**config.mk**
```make
export PLATFORM = sky130hd
export DESIGN_NAME = sync_framed_packet_deframer
export DESIGN_NICKNAME = d
export VERILOG_FILES = /design/src/hw/rtl/sfpd_pkg.sv /design/src/hw/rtl/sfpd_parser.sv /design/src/hw/rtl/sync_framed_packet_deframer.sv
export VERILOG_INCLUDE_DIRS = /design/src /design/src/hw/rtl
export SDC_FILE = /design/constraint.sdc
export NUM_CORES = 1
export LEC_CHECK = 0
export BUFFER_PORTS_ARGS = -buffer_cell sky130_fd_sc_hd__buf_2
export CELL_PAD_IN_SITES_DETAIL_PLACEMENT = 0
export CELL_PAD_IN_SITES_GLOBAL_PLACEMENT = 1
export CORE_MARGIN = 4
export CORE_UTILIZATION = 51
export CTS_CLUSTER_SIZE = 30
export DETAILED_ROUTE_END_ITERATION = 12
export MAX_ROUTING_LAYER = met4
export PLACE_DENSITY = 0.81
export SLEW_MARGIN = 10
export SYNTH_ARGS = -nofsm -noshare
export SYNTH_HDL_FRONTEND = slang
export SYNTH_SLANG_ARGS = --single-unit
```
**constraint.sdc**
```tcl
create_clock -name clk -period 9.5 [get_ports clk]
set_clock_uncertainty 0.1 [all_clocks]
set_input_delay 0.95 -clock clk [delete_from_list [all_inputs] [get_ports clk]]
set_output_delay 0.95 -clock clk [all_outputs]
set_load 0.1 [all_outputs]
```
**src/hw/rtl/sync_framed_packet_deframer_defines.svh**
```systemverilog
// Assertion macros used by the deframer's frame parser.
`ifndef SYNC_FRAMED_PACKET_DEFRAMER_DEFINES_SVH
`define SYNC_FRAMED_PACKET_DEFRAMER_DEFINES_SVH

// Same-cycle implication, disabled during reset.
`define SFPD_ASSERT_NOW(label, clk, rst_n, ante, cons, msg) \
    label: assert property (@(posedge clk) disable iff (!rst_n) (ante) |-> (cons)) \
        else $error(msg);

// Next-cycle implication, disabled during reset.
`define SFPD_ASSERT_NEXT(label, clk, rst_n, ante, cons, msg) \
    label: assert property (@(posedge clk) disable iff (!rst_n) (ante) |=> (cons)) \
        else $error(msg);

`endif

```
**src/hw/rtl/sfpd_pkg.sv**
```systemverilog
// Types and constants for the sync framed packet deframer.
`timescale 1ns / 1ps

package sfpd_pkg;

    localparam int MAX_LEN_DEFAULT = 31;
    localparam int WIDTH_LIMIT     = 31;
    localparam logic [7:0] BROADCAST_ADDR = 8'hFF;

    localparam int CFG_INDEX_W = 3;
    localparam int CFG_DATA_W  = 8;

    localparam logic [CFG_INDEX_W-1:0] CFG_SYNC_FIRST      = 3'd0;
    localparam logic [CFG_INDEX_W-1:0] CFG_SYNC_SECOND     = 3'd1;
    localparam logic [CFG_INDEX_W-1:0] CFG_SYNC_THIRD      = 3'd2;
    localparam logic [CFG_INDEX_W-1:0] CFG_SYNC_FOURTH     = 3'd3;
    localparam logic [CFG_INDEX_W-1:0] CFG_OWN_ADDRESS     = 3'd4;
    localparam logic [CFG_INDEX_W-1:0] CFG_REJECT_LOOPBACK = 3'd5;

    typedef enum logic [3:0] {
        PH_HUNT    = 4'd0,
        PH_SYNC2   = 4'd1,
        PH_FROM    = 4'd2,
        PH_TO      = 4'd3,
        PH_LEN     = 4'd4,
        PH_PAYLOAD = 4'd5,
        PH_CRC_LO  = 4'd6,
        PH_CRC_HI  = 4'd7,
        PH_SYNC3   = 4'd8,
        PH_SYNC4   = 4'd9
    } phase_t;

    typedef enum logic {
        KIND_PAYLOAD  = 1'b0,
        KIND_COMPLETE = 1'b1
    } kind_t;

    typedef struct packed {
        logic [7:0] rx_byte;
        logic       transmitting;
    } in_t;

    typedef struct packed {
        logic [0:0]  result_kind;
        logic [7:0]  data_byte;
        logic [4:0]  byte_index;
        logic [7:0]  source_address;
        logic [4:0]  frame_length;
        logic [15:0] received_crc;
        logic        last;
    } out_t;

    typedef struct packed {
        logic [7:0] sync_first;
        logic [7:0] sync_second;
        logic [7:0] sync_third;
        logic [7:0] sync_fourth;
        logic [7:0] own_address;
        logic       reject_loopback;
    } cfg_t;

endpackage

```
**src/hw/rtl/sfpd_parser.sv**
```systemverilog
// Frame parser: phase state, header/CRC capture and result generation.
`timescale 1ns / 1ps
`include "sync_framed_packet_deframer_defines.svh"

module sfpd_parser #(
    parameter int MAX_LEN = sfpd_pkg::MAX_LEN_DEFAULT
) (
    input  logic          clk,
    input  logic          rst_n,
    input  logic          step,
    input  sfpd_pkg::in_t  item,
    input  sfpd_pkg::cfg_t cfg,
    output logic          res_valid,
    output sfpd_pkg::out_t res
);

    localparam logic [7:0] LEN_LIMIT = 8'((MAX_LEN < sfpd_pkg::WIDTH_LIMIT) ?
                                          MAX_LEN : sfpd_pkg::WIDTH_LIMIT);

    sfpd_pkg::phase_t phase_reg, phase_next;
    logic [7:0]  held_source_reg, held_source_next;
    logic [4:0]  held_length_reg, held_length_next;
    logic [5:0]  byte_count_reg, byte_count_next;
    logic [15:0] held_crc_reg, held_crc_next;

    logic       ignore;
    logic       live;
    logic [7:0] b;
    logic [5:0] count_inc;

    assign b         = item.rx_byte;
    assign ignore    = cfg.reject_loopback & item.transmitting;
    assign live      = step & ~ignore;
    assign count_inc = byte_count_reg + 6'd1;

    // next state
    always_comb
    begin
        phase_next       = phase_reg;
        held_source_next = held_source_reg;
        held_length_next = held_length_reg;
        byte_count_next  = byte_count_reg;
        held_crc_next    = held_crc_reg;
        if (live)
        begin
            unique case (phase_reg)
                sfpd_pkg::PH_SYNC2:
                    phase_next = (b == cfg.sync_second) ? sfpd_pkg::PH_FROM
                                                        : sfpd_pkg::PH_HUNT;
                sfpd_pkg::PH_FROM:
                begin
                    held_source_next = b;
                    phase_next       = sfpd_pkg::PH_TO;
                end
                sfpd_pkg::PH_TO:
                    phase_next = (b == sfpd_pkg::BROADCAST_ADDR || b == cfg.own_address) ?
                                 sfpd_pkg::PH_LEN : sfpd_pkg::PH_HUNT;
                sfpd_pkg::PH_LEN:
                begin
                    byte_count_next = 6'd0;
                    if (b > LEN_LIMIT)
                    begin
                        held_length_next = 5'd0;
                        phase_next       = sfpd_pkg::PH_HUNT;
                    end
                    else
                    begin
                        held_length_next = b[4:0];
                        phase_next = (b == 8'd0) ? sfpd_pkg::PH_CRC_LO
                                                 : sfpd_pkg::PH_PAYLOAD;
                    end
                end
                sfpd_pkg::PH_PAYLOAD:
                begin
                    byte_count_next = count_inc;
                    if (count_inc >= {1'b0, held_length_reg})
                        phase_next = sfpd_pkg::PH_CRC_LO;
                end
                sfpd_pkg::PH_CRC_LO:
                begin
                    held_crc_next = {8'd0, b};
                    phase_next    = sfpd_pkg::PH_CRC_HI;
                end
                sfpd_pkg::PH_CRC_HI:
                begin
                    held_crc_next = {b, held_crc_reg[7:0]};
                    phase_next    = sfpd_pkg::PH_SYNC3;
                end
                sfpd_pkg::PH_SYNC3:
                    phase_next = (b == cfg.sync_third) ? sfpd_pkg::PH_SYNC4
                                                       : sfpd_pkg::PH_HUNT;
                sfpd_pkg::PH_SYNC4:
                    phase_next = sfpd_pkg::PH_HUNT;
                default:
                    phase_next = (b == cfg.sync_first) ? sfpd_pkg::PH_SYNC2
                                                       : sfpd_pkg::PH_HUNT;
            endcase
        end
    end

    // results
    always_comb
    begin
        res_valid          = 1'b0;
        res.result_kind    = sfpd_pkg::KIND_PAYLOAD;
        res.data_byte      = 8'd0;
        res.byte_index     = 5'd0;
        res.source_address = held_source_reg;
        res.frame_length   = held_length_reg;
        res.received_crc   = 16'd0;
        res.last           = 1'b0;
        if (live && phase_reg == sfpd_pkg::PH_PAYLOAD)
        begin
            res_valid      = 1'b1;
            res.data_byte  = b;
            res.byte_index = byte_count_reg[4:0];
        end
        else if (live && phase_reg == sfpd_pkg::PH_SYNC4 && b == cfg.sync_fourth)
        begin
            res_valid        = 1'b1;
            res.result_kind  = sfpd_pkg::KIND_COMPLETE;
            res.received_crc = held_crc_reg;
            res.last         = 1'b1;
        end
    end

    always_ff @(posedge clk or negedge rst_n)
    begin
        if (!rst_n)
        begin
            phase_reg       <= sfpd_pkg::PH_HUNT;
            held_source_reg <= 8'd0;
            held_length_reg <= 5'd0;
            byte_count_reg  <= 6'd0;
            held_crc_reg    <= 16'd0;
        end
        else
        begin
            phase_reg       <= phase_next;
            held_source_reg <= held_source_next;
            held_length_reg <= held_length_next;
            byte_count_reg  <= byte_count_next;
            held_crc_reg    <= held_crc_next;
        end
    end

    `SFPD_ASSERT_NOW(a_payload_in_phase, clk, rst_n,
        res_valid && res.result_kind == sfpd_pkg::KIND_PAYLOAD,
        phase_reg == sfpd_pkg::PH_PAYLOAD && step,
        "payload request outside payload phase")
    `SFPD_ASSERT_NOW(a_index_in_range, clk, rst_n,
        res_valid && res.result_kind == sfpd_pkg::KIND_PAYLOAD,
        res.byte_index < res.frame_length,
        "payload index beyond frame length")
    `SFPD_ASSERT_NEXT(a_zero_len_to_crc, clk, rst_n,
        live && phase_reg == sfpd_pkg::PH_LEN && b == 8'd0,
        phase_reg == sfpd_pkg::PH_CRC_LO,
        "zero length did not go to CRC capture")
    `SFPD_ASSERT_NEXT(a_loopback_holds, clk, rst_n,
        step && ignore,
        $stable(phase_reg) && $stable(byte_count_reg),
        "rejected loopback byte changed parser state")

endmodule

```
**src/hw/rtl/sync_framed_packet_deframer.sv**
```systemverilog
// Top level of the sync framed packet deframer.
//
//   channel | dir | payload            | handshake
//   in      | in  | sfpd_pkg::in_t     | in_valid / in_stall
//   out     | out | sfpd_pkg::out_t    | out_valid / out_stall
//   cfg     | in  | cfg_index/cfg_data | cfg_we, no wait
//
// One byte per cycle sustained while the output is not stalled; a byte's result passes
// through the input register, the parser and the result register.
// Reset clears the config registers, the parser state and both valid flags.
// in_stall rises only while the input register holds a byte and the result
// register is full and stalled; otherwise a byte is taken every cycle.
`timescale 1ns / 1ps

module sync_framed_packet_deframer #(
    parameter int MAX_LEN = sfpd_pkg::MAX_LEN_DEFAULT
) (
    input  logic                               clk,
    input  logic                               rst_n,
    input  logic                               in_valid,
    output logic                               in_stall,
    input  sfpd_pkg::in_t                      in_data,
    output logic                               out_valid,
    input  logic                               out_stall,
    output sfpd_pkg::out_t                     out_data,
    input  logic                               cfg_we,
    input  logic [sfpd_pkg::CFG_INDEX_W-1:0]   cfg_index,
    input  logic [sfpd_pkg::CFG_DATA_W-1:0]    cfg_data
);

    sfpd_pkg::cfg_t cfg_reg;
    sfpd_pkg::in_t  item_reg;
    logic           item_valid_reg;
    sfpd_pkg::out_t out_data_reg;
    logic           out_valid_reg;

    logic           out_free;
    logic           step;
    logic           res_valid;
    sfpd_pkg::out_t res;

    assign out_free  = ~out_valid_reg | ~out_stall;
    assign step      = item_valid_reg & out_free;
    assign in_stall  = item_valid_reg & ~out_free;
    assign out_valid = out_valid_reg;
    assign out_data  = out_data_reg;

    sfpd_parser #(
        .MAX_LEN (MAX_LEN)
    ) u_parser (
        .clk       (clk),
        .rst_n     (rst_n),
        .step      (step),
        .item      (item_reg),
        .cfg       (cfg_reg),
        .res_valid (res_valid),
        .res       (res)
    );

    always_ff @(posedge clk or negedge rst_n)
    begin
        if (!rst_n)
        begin
            cfg_reg <= '0;
        end
        else if (cfg_we)
        begin
            unique case (cfg_index)
                sfpd_pkg::CFG_SYNC_FIRST:      cfg_reg.sync_first      <= cfg_data;
                sfpd_pkg::CFG_SYNC_SECOND:     cfg_reg.sync_second     <= cfg_data;
                sfpd_pkg::CFG_SYNC_THIRD:      cfg_reg.sync_third      <= cfg_data;
                sfpd_pkg::CFG_SYNC_FOURTH:     cfg_reg.sync_fourth     <= cfg_data;
                sfpd_pkg::CFG_OWN_ADDRESS:     cfg_reg.own_address     <= cfg_data;
                sfpd_pkg::CFG_REJECT_LOOPBACK: cfg_reg.reject_loopback <= cfg_data[0];
                default: ;
            endcase
        end
    end

    always_ff @(posedge clk or negedge rst_n)
    begin
        if (!rst_n)
        begin
            item_valid_reg <= 1'b0;
            out_valid_reg  <= 1'b0;
        end
        else
        begin
            if (!in_stall)
                item_valid_reg <= in_valid;
            if (out_free)
                out_valid_reg <= step & res_valid;
        end
    end

    always_ff @(posedge clk)
    begin
        if (in_valid && !in_stall)
            item_reg <= in_data;
        if (step && res_valid)
            out_data_reg <= res;
    end

endmodule

```
; ---- After elaboration in Yosys (flattened, before gate mapping)
; Cells that the tools add are included.
[word_totals]
register_bits = 135
input_bits = 25
out_inout_bits = 46
[classes]
addsub = 1
magnitude_cmp = 2
eq_ne = 21
n_mux = 14
bitwise = 12
n_reduce_logical = 24
[ops]
columns = operator, n
row1 = $eq A8 B8 Y1, 5
row2 = $pmux W4 S9, 1
row3 = $pmux W16 S2, 1
row4 = $reduce_and A2 Y1, 11
row5 = $eq A4 B3 Y1 const B, 4
row6 = $mux W4, 3
row7 = $pmux W6 S2, 1
row8 = $eq A4 B2 Y1 const B, 2
row9 = $eq A4 B4 Y1 const B, 2
row10 = $eq A8 B8 Y1 const B, 1
row11 = $gt A8 B5 Y1 const B, 1
row12 = $logic_not A8 Y1, 1
row13 = $add A6 B1 Y6 const B, 1
row14 = $eq A3 B2 Y1 const B, 2
row15 = $eq A3 B3 Y1 const B, 2
row16 = $ge A6 B5 Y1, 1
row17 = $not A1 Y1, 6
row18 = $and A1 B1 Y1, 5
row19 = $logic_and A1 B1 Y1, 5
row20 = $mux W5, 1
row21 = $eq A4 B1 Y1 const B, 1
row22 = $mux W1, 4
row23 = $mux W2, 2
row24 = $reduce_bool A2 Y1, 2
row25 = other kinds (9), 9

; ---- Depth between registers and ports, before layout
; Gate-level depths: netlist of the first run.
[logic_depth]
ltp_word = 9
ltp_mapped = 8
depth_no_buf = 8

; ---- Modules after synthesis
; From an unflattened synthesis of the first run, not the netlist that was laid out.
[unflattened]
cells_unflattened = 441
area_unflattened_um2 = 5888.1
[by_module_without_submodules]
columns = mod, n_inst, cells_per_inst, area_per_inst_um2, seq_area_each_um2
row1 = sync_framed_packet_deframer, 1, 155, 3270.6, 2667.6
row2 = sfpd_parser, 1, 286, 2617.5, 975.9

; ---- Least setup slack after synthesis of the first run
; No wires, ideal clock.
[synth_timing]
path_type = input-to-reg
startpoint = input out_stall
endpoint = register out_data_reg (netlist bit out_data[0]) (enable)
t_arrival_ns = 2.772
required_time_ns = 8.997
setup_slack_ns = 6.224
stages = 4
path_buffers = 0
path_cell_list = a22oi_1 -> nand2_1 -> nor4_4 -> or2_1
[synth_via]
elab_chain_cells = 9
[synth_rtl]
columns = item, line
row1 = from (decl), sync_framed_packet_deframer.sv:24  ; input logic out_stall,
row2 = $not A1 Y1 (*), sync_framed_packet_deframer.sv:42  ; assign out_free = ~out_valid_reg | ~out_stall;
row3 = $or A1 B1 Y1 (*), sync_framed_packet_deframer.sv:42
row4 = $and A1 B1 Y1 (*), sync_framed_packet_deframer.sv:43  ; assign step = item_valid_reg & out_free;
row5 = $and A1 B1 Y1, sfpd_parser.sv:33  ; assign live = step & ~ignore;
row6 = $logic_and A1 B1 Y1 (2 in a row), sfpd_parser.sv:118  ; else if (live && phase_reg == sfpd_pkg::PH_SYNC4 && b == cfg.sync_fourth)
row7 = $mux W1, sfpd_parser.sv:118
row8 = $mux W1, sfpd_parser.sv:112  ; if (live && phase_reg == sfpd_pkg::PH_PAYLOAD)
row9 = $logic_and A1 B1 Y1 (*), sync_framed_packet_deframer.sv:100  ; if (step && res_valid)
row10 = to (signal assigned), sync_framed_packet_deframer.sv:101  ; out_data_reg <= res;
row11 = to (decl), sync_framed_packet_deframer.sv:34  ; sfpd_pkg::out_t out_data_reg;
; Every way passes the cells marked *; elsewhere a longest branch is shown, timed or not.
; A chain may end at the register's enable or synchronous reset.

; ---- Worst setup path in the final report of the first run
[layout_timing]
startpoint = register item_reg[2] (netlist bit)
endpoint = register out_data_reg (netlist bit out_data[27]) (enable)
[layout_via]
elab_chain_cells = 5
[layout_rtl]
columns = item, line
row1 = from (decl), sync_framed_packet_deframer.sv:32  ; sfpd_pkg::in_t item_reg;
row2 = from (signal assigned), sync_framed_packet_deframer.sv:99  ; item_reg <= in_data;
row3 = $eq A8 B8 Y1, sfpd_parser.sv:118
row4 = $logic_and A1 B1 Y1, sfpd_parser.sv:118
row5 = $mux W1, sfpd_parser.sv:118
row6 = $mux W1, sfpd_parser.sv:112
row7 = $logic_and A1 B1 Y1, sync_framed_packet_deframer.sv:100
; Every way passes these cells.

==> results of run 1 <==
## cell usage after synthesis (6+ instances only)
master | count | area [um2]
nand3_1 | 10 | 50.1
mux2_1 | 56 | 631
dfrtp_1 | 82 | 2050
xor2_1 | 23 | 201
xnor2_1 | 21 | 184
nor2_1 | 7 | 26.3
nand2_1 | 36 | 135
nand4_1 | 6 | 37.5
clkbuf_1 | 15 | 56.3
and2_1 | 31 | 194
inv_1 | 8 | 30.0
o21ai_1 | 16 | 80.1
ha_1 | 6 | 75.1
edfxtp_1 | 52 | 1560
## cell type report
| type | instances | area [um2] | area share |
|---|---|---|---|
| sequential | 134 | 3610 | 0.524 |
| multi-input combinational | 273 | 2110 | 0.306 |
| clock buffer | 18 | 429 | 0.0623 |
| timing repair buffer | 73 | 375 | 0.0545 |
| tap | 140 | 175 | 0.0254 |
| clock inverter | 14 | 160 | 0.0232 |
| inverter | 8 | 30.0 | 0.00436 |
## metrics by stage
| stage | instance area, um2 | total power, mW | util | setup slack (ns) | hold slack (ns) |
|---|---|---|---|---|---|
| global route | 6890 | 1.61 | 0.625 | 5.87 | 0.350 |
| floorplan | 5840 | 0.846 | - | 6.22 | 0.319 |
| global placement | 6300 | 0.896 | 0.571 | 6.00 | 0.340 |
| detailed placement | 6300 | 0.903 | 0.571 | 5.90 | 0.332 |
| finish | 6890 | 1.54 | 0.625 | 6.11 | 0.345 |
| CTS | 6890 | 1.55 | 0.625 | 6.04 | 0.345 |
## routing by layer
layer,up-vias,part of all wire,GRT usage
met5,-,0,-
met4,0,0.021,0.0689
met3,21,0.050,0.0495
met2,100,0.48,0.307
met1,1675,0.45,0.253
li1,1688,-,-
## kinds of logic after synthesis
family | Yosys count
flops | 134
simple gates | 123
mux | 62
xor+xnor | 44
compound gates | 38
buf+inv | 28
fa+ha+maj | 6
## path summary, 6_finish.rpt
check	endpoint	startpoint
setup / recovery	out_data[27]	item_reg[2]
hold / removal	out_data[24]	u_parser.held_source_reg[2]
setup reg to reg	out_data[27]	item_reg[2]
hold reg to reg	out_data[24]	u_parser.held_source_reg[2]
max in group asynchronous	u_parser.held_source_reg[3]	rst_n
min in group asynchronous	cfg_reg[0]	rst_n
## power breakdown
| group | switching, mW | leakage, nW | total, mW | internal, mW |
|---|---|---|---|---|
| logic | 0.0720 | 1.09 | 0.157 | 0.0850 |
| registers | 0.0640 | 1.52 | 0.735 | 0.671 |
| clock network | 0.239 | 0.287 | 0.648 | 0.410 |
==> impl_metrics.toml, run 1 <==
[run_status]
status = "completed"

[worst_hold_path]
hold_class = "reg -> reg"
min_path_cells = 0

[placed_design]
numPortBuffers = 70
dp_hpwl_um = 8010
gp_congestion = 0.796
dpl.cell_count = 628

[critical_path]
arrival_ns = 3.32
start_kind = "register"
cp_top_family = "simple AND/OR/NAND/NOR gates"
path_class = "reg -> reg"
crit_path_max_incr_delay_ns = 0.89
slowest_stage = "or2_2"
cp.depth = 4
worstPathRequired_ns = 9.43
crit_buf_inv = 0
crit_fanout = 44
rr_worst_depth = 4
end_kind = "register"
path_cells = "xor2_1 > or4b_4 > nor4_4 > or2_2"
r2r_setup_slack_ns = 6.11

[routing]
drc_errors = 0
wire_per_inst_um = 17.6
ant_nets = 0
dr.first_iter.drc_count = 256
wl_um = 11600
viasPerCell = 5.28
firstDrtPassIters = 5
vias = 3484

[layout]
fillers = 847
largest_register_ffs = 43
mostFrequentLayoutCell = "dfrtp_1"
antenna_cells = 0
syn2layout_area_growth_pct = 18.0
nets = 538
drive_gt1_frac = 0.221
final_cells = 660
final_cell_mix = "82 x dfrtp_1, 69 x buf_2, 56 x mux2_1"

[logic_synthesis]
synthCells = 435
synth_fp_nets = 466
synth_compound_area_frac = 0.0392
yosysWarningCount = 0
synthArstFlopShare = 0.612
synth_seq_cells = 134
synthAdderAreaFrac = 0.0129
muxShareOfSynthArea = 0.119
synth-edff-count = 52
synth-simple-area-share = 0.123
yosysUniqueCellTypes = 50
syn-cell-area_um2 = 5840
synth_flop_cell = "dfrtp_1"
synth_top_family_by_area = "simple AND/OR/NAND/NOR gates"
yosysSeqAreaShare = 0.619
avgSynthCellArea_um2 = 13.4
synth-xor-area-share = 0.0660

[timing]
timing.setup.tns_ns = 0
tightest_slew_ns = 1.03
max_slew_margin = 0.315
hold_violations = 0
min_period_over_period = 0.357
timing.fmax_mhz = 295
finalMaxSlewViolations = 0
rsz0062_at_grt = "no"
setup_viol = 0
min_period_ns = 3.39

[clock_network]
cts_buffers = 17
cts_sinks = 134
clock_latency_ns = 0.41
cts_resized = 0
hold_buffers = 0
cts_tree = "built"
clockRootBuffer = "clkbuf_16"
clkTransAtPathRegs_ns = 0.06
clock_path_buffers = 2
htreeDepth = 4
post-cts-setup-buffers = 0

[floorplan]
die_w_um = 115
num_io_pins = 71
core_um2 = 11000
rows = 38
die-area_um2 = 13200
dieHeight_um = 115
initial_core_util = 0.529

[global_routing]
grt_pass1_vias = 3623
grt_pass1_wl_um = 19100
grt_overflow = 0
antenna_found_initial = 0
grtUsageTotal = 0.197
grt_max_degree = 83

[pwr]
ir_worst_vdd_mv = 0.0998
power_density_nw_per_um2 = 224
cellLeakagePower_nw = 2.89

[run]
maxCapViolCount = 0
No activity file was read; power rests on OpenSTA's default activity.
==> run 2: changes to the inputs <==
ABC_AREA = 1   (was not set)
CORE_UTILIZATION = 45   (was 51)
PLACE_DENSITY = 0.76   (was 0.81)
clock period = 3.5 ns   (was 9.5 ns; I/O delays follow)
==> impl_metrics.toml, run 2 <==
[routing]
dr.first_iter.drc_count = 286
ant_nets = 0
viasPerCell = 4.88
firstDrtPassIters = 5
wire_per_inst_um = 15.4
vias = 4171
wl_um = 13200
drc_errors = 0

[placed_design]
gp_congestion = 0.891
dpl.cell_count = 819
numPortBuffers = 70
dp_hpwl_um = 9580

[timing]
hold_violations = 0
max_slew_margin = 0.305
timing.fmax_mhz = 393
rsz0062_at_grt = "no"
fin_hold_ws_ns = 0.0132
min_period_ns = 2.54
min_period_over_period = 0.726
timing.setup.tns_ns = 0
tightest_slew_ns = 1.04
finalMaxSlewViolations = 0
setup_viol = 0

[clock_network]
clock_latency_ns = 0.43
clock_path_buffers = 2
post-cts-setup-buffers = 0
htreeDepth = 4
clkTransAtPathRegs_ns = 0.05
cts_tree = "built"
cts_resized = 0
cts_buffers = 17
cts_sinks = 134
clockRootBuffer = "clkbuf_16"

[critical_path]
arrival_ns = 2.50
worstPathRequired_ns = 3.46
path_class = "reg -> reg"
end_kind = "register"
crit_buf_inv = 2
path_cells = "inv_1 > or2_2 > nand4_1 > nor3_2 > nand2_2 > nand2_2 > buf_4"
crit_fanout = 43
cp_top_family = "simple AND/OR/NAND/NOR gates"
slowest_stage = "edfxtp_1"
crit_path_max_incr_delay_ns = 0.52
start_kind = "register"
cp_common_cell = "nand2_2"

[floorplan]
core_um2 = 12600
rows = 41
die-area_um2 = 14800
initial_core_util = 0.461
die_w_um = 122
num_io_pins = 71
dieHeight_um = 122

[logic_synthesis]
synthDominantCellAreaShare = 0.353
avgSynthCellArea_um2 = 9.79
syn-cell-area_um2 = 5820
synth_common_cells = "140 x nand2_1, 82 x dfrtp_1, 70 x inv_1"
synthArstFlopShare = 0.612
yosysWarningCount = 0
synthCells = 594
synth_most_common_cell = "nand2_1"
synthTopCellsByArea = "dfrtp_1 35%, edfxtp_1 27%, nand2_1 9.0%"
yosysSeqAreaShare = 0.621
synth_fp_nets = 625
synth_seq_cells = 134
synth_flop_cell = "dfrtp_1"
synth-edff-count = 52
yosys.area.top_type = "dfrtp_1"
yosysUniqueCellTypes = 31

[pwr]
p_seq_frac = 0.449
p_clk_frac = 0.476
combPwrFrac = 0.074
internal_power_mw = 3.14
power_density_nw_per_um2 = 584
p_sw_frac = 0.228
p_switching_uw = 925
ir_worst_vdd_mv = 0.404
cellLeakagePower_nw = 3.12

[layout]
nets = 700
mostFrequentLayoutCell = "nand2_1"
drive_gt1_frac = 0.167
antenna_cells = 0
largest_register_ffs = 43
final_cells = 854
final_cell_mix = "139 x nand2_1, 82 x dfrtp_1, 70 x inv_1"
final_util = 0.551
syn2layout_area_growth_pct = 19.5

[run_status]
status = "completed"

[global_routing]
grt_max_degree = 83
antenna_found_initial = 0
grt_pass1_vias = 4002
grt_pass1_wl_um = 21200
grt_overflow = 0
grtUsageTotal = 0.197

[run]
maxCapViolCount = 0

[worst_hold_path]
hold_class = "in -> async"
## run 2: power groups by stage
stage | sequential [mW] | combinational (mW) | clock [mW]
after floorplan | 1.81 | 0.239 | 0
after global placement | 1.85 | 0.300 | 0
after detailed placement | 1.85 | 0.303 | 0
after CTS | 1.83 | 0.308 | 1.96
after global routing | 1.84 | 0.351 | 2.03
final | 1.83 | 0.302 | 1.93
## run 2: per-stage QoR
| stage | worst slack [ns] | area (um2) | power, mW |
|---|---|---|---|
| 2_1_floorplan | 0.144 | 5820 | 2.05 |
| 3_3_place_gp | 1.04 | 6280 | 2.15 |
| 3_5_place_dp | 0.929 | 6280 | 2.16 |
| 4_1_cts | 0.930 | 6960 | 4.10 |
| 5_1_grt | 0.746 | 6960 | 4.22 |
| 6_report | 0.958 | 6960 | 4.06 |
## run 2: logic make-up after synthesis
group                      after synthesis  share of synthesized area
xor gates and xnor gates                30                     0.0452
and+or+nand+nor                        252                      0.181
buffers and inverters                   92                     0.0684
AOI/OAI and AO/OA                       80                     0.0714
adders and majority gates                6                     0.0129
DFF                                    134                      0.621
## run 2: routing by layer
layer | up-vias | track usage | part of all wire
met3 | 20 | 0.0432 | 0.045
met2 | 100 | 0.295 | 0.47
met4 | 0 | 0.0854 | 0.021
met1 | 1984 | 0.261 | 0.47
li1 | 2067 | - | -
met5 | - | - | 0
## run 2: final timing paths
kind / startpoint / end / slack [ns] / cells past startpoint
worst min-delay path: rst_n / cfg_reg[0] / 0.01 / 1
worst max register to register: item_reg[1] / out_data[6] / 0.96 / 7
worst min register to register: u_parser.held_source_reg[2] / out_data[24] / 0.35 / 0
max in group asynchronous: rst_n / u_parser.held_crc_reg[3] / 2.62 / 1
min in group clk: in_data[6] / item_reg[6] / 0.03 / 1
worst max-delay path: item_reg[1] / out_data[6] / 0.96 / 7
## run 2: worst register-to-register path, stage by stage (launching register included)
cell and delay [ns]:
edfxtp_1 0.52, inv_1 0.25, or2_2 0.15, nand4_1 0.10, nor3_2 0.20, nand2_2 0.27
nand2_2 0.13, buf_4 0.44
## run 2: cell type report
class / count / area, um2
clock inverters: 13 / 203
clock buffers: 19 / 443
fillers: 1174 / 5660
multi-input cells: 368 / 1810
flip-flops and latches: 134 / 3610
repair buffers: 75 / 398
inverters: 73 / 274
well taps: 172 / 215
## run 2: repair_timing
action,in CTS,in global routing
endpoints found under the setup margin,0,0
hold buffers,3,0
endpoints found under the hold margin,3,0
==> run 3: changes to the inputs <==
CORE_UTILIZATION = 40   (was 45)
PLACE_DENSITY = 0.72   (was 0.76)
clock period = 2.2 ns   (was 3.5 ns; I/O delays follow)
==> impl_metrics.toml, run 3 (synthesis gave the netlist of run 2 again) <==
[run_status]
status = "completed"

[worst_hold_path]
min_from = "cfg_data[1]"
min_path_cells = 3
hold_class = "in -> reg"
holdPathEnd = "cfg_reg[2]"

[pwr]
ir_worst_vdd_mv = 0.388
power_density_nw_per_um2 = 834
p_total_mw = 5.90
cellLeakagePower_nw = 3.18

[routing]
wl_met2_um = 6050
wl_um = 13100
dr.first_iter.drc_count = 250
viasPerCell = 4.69
met1_length_um = 5990
wl_met3_um = 796
wire_per_inst_um = 14.8
firstDrtPassIters = 5
top_layer = "met4"
vias = 4159
ant_nets = 0
drc_errors = 0

[critical_path]
arrival_ns = 1.96
end_kind = "register"
start_kind = "register"
crit_path_max_incr_delay_ns = 0.42
path_class = "reg -> reg"
path_cells = "inv_1 > nand2_1 > nor2_4 > inv_2 > nor2_1 > inv_1 > nand2_8"
cp_common_cell = "inv_1"
r2r_setup_slack_ns = 0.23
rr_worst_depth = 7
r2r-end = "out_data[41]"
worstPathRequired_ns = 2.19
worstReg2RegStart = "u_parser.phase_reg[1]"
slowest_stage = "dfrtp_1"
crit_fanout = 43

[global_routing]
grtUsageTotal = 0.173
grt_pass1_wl_um = 21000
grt_overflow = 0
grt_pass1_vias = 4096
grt_max_degree = 44
antenna_found_initial = 0

[floorplan]
core_um2 = 14000
dieHeight_um = 129
die_w_um = 129
num_io_pins = 71
rows = 43
initial_core_util = 0.414
die-area_um2 = 16500

[run]
maxCapViolCount = 0

[clock_network]
clock_path_buffers = 2
post-cts-setup-buffers = 0
cts_resized = 0
cts_sinks = 134
cts_tree = "built"
clkTransAtPathRegs_ns = 0.06
clockRootBuffer = "clkbuf_16"
clock_latency_ns = 0.42
cts_buffers = 17
htreeDepth = 4
hold_buffers = 12

[timing]
finalMaxSlewViolations = 0
hold_violations = 0
tightest_slew_ns = 0.562
min_period_over_period = 0.896
min_period_ns = 1.97
timing.setup.tns_ns = 0
worst_slack_ns = 0.228
rsz0062_at_grt = "no"
timing.fmax_mhz = 507
setup_viol = 0
max_slew_margin = 0.624

[placed_design]
placed_cell_area_um2 = 6430
dp_slack_ns = 0.253
gp_congestion = 0.878
dp_hpwl_um = 9190
numPortBuffers = 70

[layout]
antenna_cells = 0
final_cell_area_um2 = 7070
nets = 724
syn2layout_area_growth_pct = 21.6
drive_gt1_frac = 0.186
mostFrequentLayoutCell = "nand2_1"
largest_register_ffs = 43
final_util = 0.504
final_cell_mix = "139 x nand2_1, 81 x dfrtp_1, 70 x inv_1"
[run 3: cell types whose count changed in the layout (fill, tap and decap cells not counted), moves of 3 or more]
| cell | before | now |
|---|---|---|
| buf_4 | 3 | 17 |
| dlygate4sd3_1 | 3 | 12 |
| bufinv_16 | 5 | 0 |
| clkinv_2 | 1 | 6 |
| clkinv_1 | 3 | 0 |
[run 3: critical path, delay by kind of cell, from the launching register on]
kind	cells	cell delay (ns)
buf+inv	3	0.32
simple gates	4	0.76
flops	1	0.42
[run 3: power breakdown]
group,total (mW),switching (mW),internal (mW)
Sequential,2.86,0.112,2.75
Combinational,0.554,0.311,0.243
Clock,2.48,1.05,1.43
Total,5.90,1.47,4.42
[run 3: final cells by class]
type,count,area (um2)
tap,180,225
inverter,73,275
fill,1322,6970
multi-input combinational,368,1820
clock buffer,20,437
clock inverter,12,82.6
timing repair buffer,99,613
sequential,134,3620
[run 3: stage by stage]
stage                     hold WS (ns)  std cells
after floorplan                 -0.176        594
after CTS                       0.0131        886
after detailed placement        0.0593        842
after global routing            0.0342        886
final                           0.0193        886
after global placement          0.0518        842
[run 3: worst max-delay path by stage]
| stage | from | endpoint | slack [ns] | cells past startpoint |
|---|---|---|---|---|
| 2_1_floorplan | out_valid | out_data[0] | 0.03 | 8 |
| 3_3_place_gp | out_valid | out_data[41] | 0.30 | 7 |
| 3_5_place_dp | u_parser.phase_reg[1] | out_data[41] | 0.25 | 7 |
| 4_1_cts | u_parser.phase_reg[1] | out_data[41] | 0.24 | 7 |
| 5_1_grt | out_valid | u_parser.held_source_reg[7] | 0.03 | 7 |
| 6_report | u_parser.phase_reg[1] | out_data[41] | 0.23 | 7 |
[run 3: layer usage]
| metal | track usage | up-vias |
|---|---|---|
| met5 | - | - |
| met4 | 0.0649 | 0 |
| met3 | 0.0419 | 19 |
| met2 | 0.267 | 116 |
| met1 | 0.222 | 1912 |
| li1 | - | 2112 |
